===== config.mk =====
export PLATFORM = sky130hd
export DESIGN_NAME = psts_ctrl
export DESIGN_NICKNAME = d
export VERILOG_FILES = /design/src/rtl/psts_pkg.sv /design/src/rtl/psts_ctrl.sv
export SDC_FILE = /design/constraint.sdc
export NUM_CORES = 1
export LEC_CHECK = 0
export BUFFER_PORTS_ARGS = -buffer_cell sky130_fd_sc_hd__buf_2
export CORE_MARGIN = 2
export CORE_UTILIZATION = 27
export CTS_CLUSTER_SIZE = 24
export DETAILED_ROUTE_END_ITERATION = 6
export SYNTH_ARGS = -nofsm -noshare
export SYNTH_HDL_FRONTEND = slang
export SYNTH_SLANG_ARGS = --single-unit

===== constraint.sdc =====
create_clock -name clk_i -period 1.7 [get_ports clk_i]
set_input_delay 0.085 -clock clk_i [delete_from_list [all_inputs] [get_ports clk_i]]
set_output_delay 0.085 -clock clk_i [all_outputs]
set_load 0.02 [all_outputs]

===== src/rtl/psts_pkg.sv =====
// Shared types, constants and helper functions for the per-service traffic statistics table.
// Used by psts_div, psts_dp, psts_ctrl and the top level. It depends on nothing else.
package psts_pkg;

  localparam int unsigned TABLE_CAPACITY_DEF = 256;
  localparam int unsigned SID_W        = 16;
  localparam int unsigned LEN_W        = 16;
  localparam int unsigned TIME_W       = 64;
  localparam int unsigned SEC_W        = 45;
  localparam int unsigned TOT_W        = 48;
  localparam int unsigned CNT_W        = 40;
  localparam int unsigned NUM_CTR      = 6;
  localparam int unsigned USEC_PER_SEC = 1000000;
  localparam int unsigned REM_W        = 14;
  localparam int unsigned IN_TDATA_W   = 112;
  localparam int unsigned OUT_TDATA_W  = 432;
  localparam int unsigned OUT_TUSER_W  = 3;

  // One table entry. Counter slot k: 0..2 upload packets, bytes, payload; 3..5 download.
  typedef struct packed {
    logic [NUM_CTR-1:0][CNT_W-1:0] cnt;
    logic [NUM_CTR-1:0][TOT_W-1:0] tot;
    logic [SEC_W-1:0]              second;
    logic [SID_W-1:0]              service;
  } psts_row_t;

  localparam int unsigned ROW_W = $bits(psts_row_t);

  typedef enum logic [1:0] {
    ST_UPDATED  = 2'd0,
    ST_INSERTED = 2'd1,
    ST_DROPPED  = 2'd2
  } psts_status_e;

  typedef struct packed {
    logic load;
    logic rd_mid;
    logic cmp_step;
    logic shift_init;
    logic rd_shift;
    logic wr_shift;
    logic wr_upd;
    logic wr_ins;
    logic out_drop;
  } psts_cmd_t;

  typedef struct packed {
    logic lo_lt_hi;
    logic hit;
    logic full;
    logic k_at_pos;
    logic div_done;
    logic out_free;
  } psts_sts_t;

  function automatic logic [TOT_W-1:0] sat_tot(input logic [TOT_W-1:0] a,
                                               input logic [LEN_W-1:0] b);
    logic [TOT_W:0] s;
    s = {1'b0, a} + {{(TOT_W-LEN_W+1){1'b0}}, b};
    return s[TOT_W] ? {TOT_W{1'b1}} : s[TOT_W-1:0];
  endfunction

  function automatic logic [CNT_W-1:0] sat_cnt(input logic [CNT_W-1:0] a,
                                               input logic [LEN_W-1:0] b);
    logic [CNT_W:0] s;
    s = {1'b0, a} + {{(CNT_W-LEN_W+1){1'b0}}, b};
    return s[CNT_W] ? {CNT_W{1'b1}} : s[CNT_W-1:0];
  endfunction

endpackage


===== src/rtl/psts_ctrl.sv =====
// Controller state machine: binary search, insert shift and result hand-off sequencing.
// Depends on psts_pkg.
module psts_ctrl (
  input  logic                 clk_i,
  input  logic                 rst_ni,
  input  logic                 in_valid_i,
  output logic                 in_ready_o,
  input  psts_pkg::psts_sts_t  sts_i,
  output psts_pkg::psts_cmd_t  cmd_o
);

  typedef enum logic [8:0] {
    S_IDLE = 9'b000000001,
    S_SRCH = 9'b000000010,
    S_CMP  = 9'b000000100,
    S_MISS = 9'b000001000,
    S_DROP = 9'b000010000,
    S_SHRD = 9'b000100000,
    S_SHWR = 9'b001000000,
    S_UPD  = 9'b010000000,
    S_INS  = 9'b100000000
  } state_e;

  state_e state_q, state_d;

  always_comb begin
    state_d = state_q;
    cmd_o   = '0;
    unique case (state_q)
      S_IDLE: begin
        if (in_valid_i) begin
          cmd_o.load = 1'b1;
          state_d = S_SRCH;
        end
      end
      S_SRCH: begin
        if (sts_i.lo_lt_hi) begin
          cmd_o.rd_mid = 1'b1;
          state_d = S_CMP;
        end else begin
          state_d = S_MISS;
        end
      end
      S_CMP: begin
        cmd_o.cmp_step = 1'b1;
        state_d = sts_i.hit ? S_UPD : S_SRCH;
      end
      S_MISS: begin
        if (sts_i.full) begin
          state_d = S_DROP;
        end else begin
          cmd_o.shift_init = 1'b1;
          state_d = S_SHRD;
        end
      end
      S_DROP: begin
        if (sts_i.out_free) begin
          cmd_o.out_drop = 1'b1;
          state_d = S_IDLE;
        end
      end
      S_SHRD: begin
        if (sts_i.k_at_pos) begin
          state_d = S_INS;
        end else begin
          cmd_o.rd_shift = 1'b1;
          state_d = S_SHWR;
        end
      end
      S_SHWR: begin
        cmd_o.wr_shift = 1'b1;
        state_d = S_SHRD;
      end
      S_UPD: begin
        if (sts_i.div_done && sts_i.out_free) begin
          cmd_o.wr_upd = 1'b1;
          state_d = S_IDLE;
        end
      end
      S_INS: begin
        if (sts_i.div_done && sts_i.out_free) begin
          cmd_o.wr_ins = 1'b1;
          state_d = S_IDLE;
        end
      end
      default: state_d = S_IDLE;
    endcase
  end

  always_ff @(posedge clk_i or negedge rst_ni) begin
    if (!rst_ni) begin
      state_q <= S_IDLE;
    end else begin
      state_q <= state_d;
    end
  end

  assign in_ready_o = state_q == S_IDLE;

endmodule


==> summary.md <==
| Metric | Value |
|---|---|
| Status | `finished, violations left` |
| Failing checks | `negative setup slack` |
| Initial antenna violation count | `0` |
| Area delta synth->final | `47.8%` |
| Leak | `0.399 nW` |
| Crit end category | `primary output` |
| Post-Place Cells | `110` |
| Most used DFF post-synth | `dfrtp_1` |
| Net Switching | `0.376 mW` |
| Fill cell count | `201` |
| CP required | `1.62 ns` |
| Vias in the first global route | `534` |
| Reg-to-reg critical path endpoint | `state_q[1]$_DFFE_PN0P_` |
| Die area | `2550 um2` |
| CTS Root Cell | `clkbuf_4` |
| R2R Path Start | `state_q[7]$_DFFE_PN0P_` |
| Min-Delay Path Class | `in2reg` |
| CTS H-Tree Depth | `1` |
| Global route total overflow | `0` |
| First-pass GRT wire length | `2420 um` |
| Reg2reg setup slack | `0.19 ns` |
| Final cell count without fillers | `120` |
| Syn_area_per_cell | `8.99 um2` |
| Internal power | `0.552 mW` |
| Routability cong. | `0.881` |
| Max incr delay on CP | `0.44 ns` |
| Number of remaining DRC errors | `0` |
| Clk network pwr share | `0.173` |
| # diodes | `0` |
| Slack of the critical path | `-0.0141 ns` |
| PortBufs | `18` |
| Nets@finish | `103` |
| Crit Path Category | `reg2out` |
| Share of cells above drive strength 1 | `0.505` |
| Power per cell area | `1080 nW/um2` |
| I/O pin count | `19` |
| Clock transition at the registers of the reported paths | `0.06 ns` |
| CP cell instances | `buf_4, nor4b_2, nand3_1, inv_1, and2_1, buf_2` |
| Yosys reg bits | `9` |
| CP max-delay cell | `dfrtp_2` |
| Initial DRC Count | `16` |
| Relative slew slack | `0.797` |
| Routed wire length | `1420 um` |
| Tightest Pin Transition | `0.303 ns` |
| Max Fclk | `0.583 GHz` |
| Core area | `2000 um2` |
| Crit path capture | `cmd_o[8]` |
| Reg area | `231 um2` |
| CTS tree | `done` |
| Drt wl/cell | `11.9 um` |
| Total power draw | `0.928 mW` |
| Crit path launch | `state_q[2]$_DFFE_PN0P_` |
| Startpoint types | `register` |
| DP HPWL | `1080 um` |
| Mapped cell area | `584 um2` |
| Clock Latency Late Sink | `0.26 ns` |
| Initial Util | `0.292` |
| Flop pwr share | `0.349` |
| Post-synth EDFFs | `0` |
| Regs by FF count | `state_q: 9 flops` |
| Top reg by flops | `state_q` |
| Multi-input logic area | `383 um2` |
| Die Ht | `50.5 um` |
| Cells after Synth | `65` |
| 1st-pass router iterations | `4` |
| CTS Buf Count | `3` |
| Largest net degree at the start of global routing | `10` |
| Netlist cell types | `33` |
| Final period util | `1.01` |
| Combinational power share | `0.478` |
| Register area share after synthesis | `0.388` |
| Final Hold Viols | `0` |
| Ys Warns | `0` |
| VDD IR-drop max | `491 uV` |
| Std cell rows | `16` |
| Syn Nets | `74` |
| Routed via count | `600` |
| Layout Skew | `0.00490 ns` |
| Endpoints failing setup | `1` |
| Clock sink total | `9` |
| Reg2reg path depth | `4` |
| Vias per inst | `5.00` |
| Worst EP arrival | `1.63 ns` |
| Fin crit period | `1.71 ns` |
| Antenna Nets Post-Route | `0` |
| Clk buf depth | `2` |
| Max Transition Viols Final | `0` |
| Async SR Flop Fraction | `1.00` |
| Max reg flops | `9` |
| Max-Cap Viols | `0` |
| Switching Fraction | `0.406` |
| Critical path fanouts, max | `5` |
| Die width | `50.5 um` |
| RSZ-0062 raised after global routing | `yes` |
| Total track usage | `0.129` |
worst min-delay path by stage:
stage | depth (start not counted) | end | slack [ns] | start
after floorplan | 0 | state_q[1]$_DFFE_PN0P_ | -0.21 | rst_ni
after detailed placement | 1 | state_q[7]$_DFFE_PN0P_ | -0.05 | rst_ni
after CTS | 2 | state_q[7]$_DFFE_PN0P_ | 0.06 | sts_i[4]
final | 2 | state_q[7]$_DFFE_PN0P_ | 0.08 | sts_i[4]
after global placement | 1 | state_q[4]$_DFFE_PN0P_ | -0.05 | rst_ni
after global routing | 2 | state_q[7]$_DFFE_PN0P_ | 0.06 | sts_i[4]
logic make-up after synthesis:
| family | after synthesis | synth area share |
|---|---|---|
| AND/OR/NAND/NOR | 38 | 0.418 |
| flip-flops | 9 | 0.388 |
| XOR/XNOR | 2 | 0.0300 |
| AO/OA/AOI/OAI | 10 | 0.126 |
| buffers and inverters | 6 | 0.0385 |
critical path, delay by kind of cell, from the launching register on:
kind / cells / cell delay, ns
DFF: 1 / 0.44
and+or+nand+nor: 3 / 0.55
buffers and inverters: 3 / 0.38
synth_stat cells, drive strengths merged, types with 2 or more instances:
| cell type | number | area (um2) |
|---|---|---|
| nor4b | 2 | 23.8 |
| nand3b | 2 | 15.0 |
| nor3 | 5 | 36.3 |
| nand4 | 3 | 18.8 |
| o21ai | 2 | 13.8 |
| nor2 | 10 | 45.0 |
| a22o | 2 | 18.8 |
| nor3b | 4 | 30.0 |
| inv | 5 | 18.8 |
| a21oi | 2 | 10.0 |
| dfrtp | 8 | 200 |
| xor2 | 2 | 17.5 |
| nand2 | 3 | 13.8 |
| nand3 | 2 | 10.0 |
cell type report:
cell class              instances  area share
well taps                      27      0.0391
multi-input cells              50       0.443
clock buffers                   4      0.0304
flip-flops and latches          9       0.268
repair buffers                 25       0.197
inverters                       5      0.0217
layout by cell type, fill, tap and decap left out, types with 3 or more instances in the layout:
cell / count
clkbuf_4: 3
buf_4: 7
dfrtp_2: 4
dfrtp_1: 4
inv_1: 5
nor2_1: 7
buf_2: 13
nor3_1: 3
nand4_1: 3
dlygate4sd3_1: 3
nor3b_2: 3
power by group through the flow:
stage / Clock, mW / Combinational (mW) / Sequential, mW
final: 0.160 / 0.444 / 0.324
after global routing: 0.196 / 0.492 / 0.332
after CTS: 0.171 / 0.395 / 0.318
after detailed placement: 0 / 0.373 / 0.312
after global placement: 0 / 0.368 / 0.311
after floorplan: 0 / 0.284 / 0.294
routing by layer:
metal / global-route usage / wire length (um)
met5: 0 / 0
met1: 0.161 / 672
met3: 0.0268 / 66
met2: 0.200 / 665
met4: 0.0856 / 17
metrics by stage:
stage | TNS [ns] | hold WS (ns) | area [um2] | setup WS (ns) | utilization
after global placement | 0 | -0.0469 | 712 | 0.191 | 0.356
after detailed placement | 0 | -0.0509 | 712 | 0.144 | 0.356
final | -0.0141 | 0.0760 | 863 | -0.0141 | 0.431
after global routing | -0.578 | 0.0558 | 863 | -0.140 | 0.431
after floorplan | 0 | -0.211 | 584 | 0.110 | -
after CTS | -0.0233 | 0.0608 | 796 | -0.0116 | 0.398
repair_timing:
action                                  CTS  global route
buffers inserted                          0             3
hold buffers                              3             0
pin swaps                                 0             6
endpoints found under the hold margin    11             0
endpoints found under the setup margin    5             8
resized for setup                         7            14
Power figures use the tool's default switching activity.
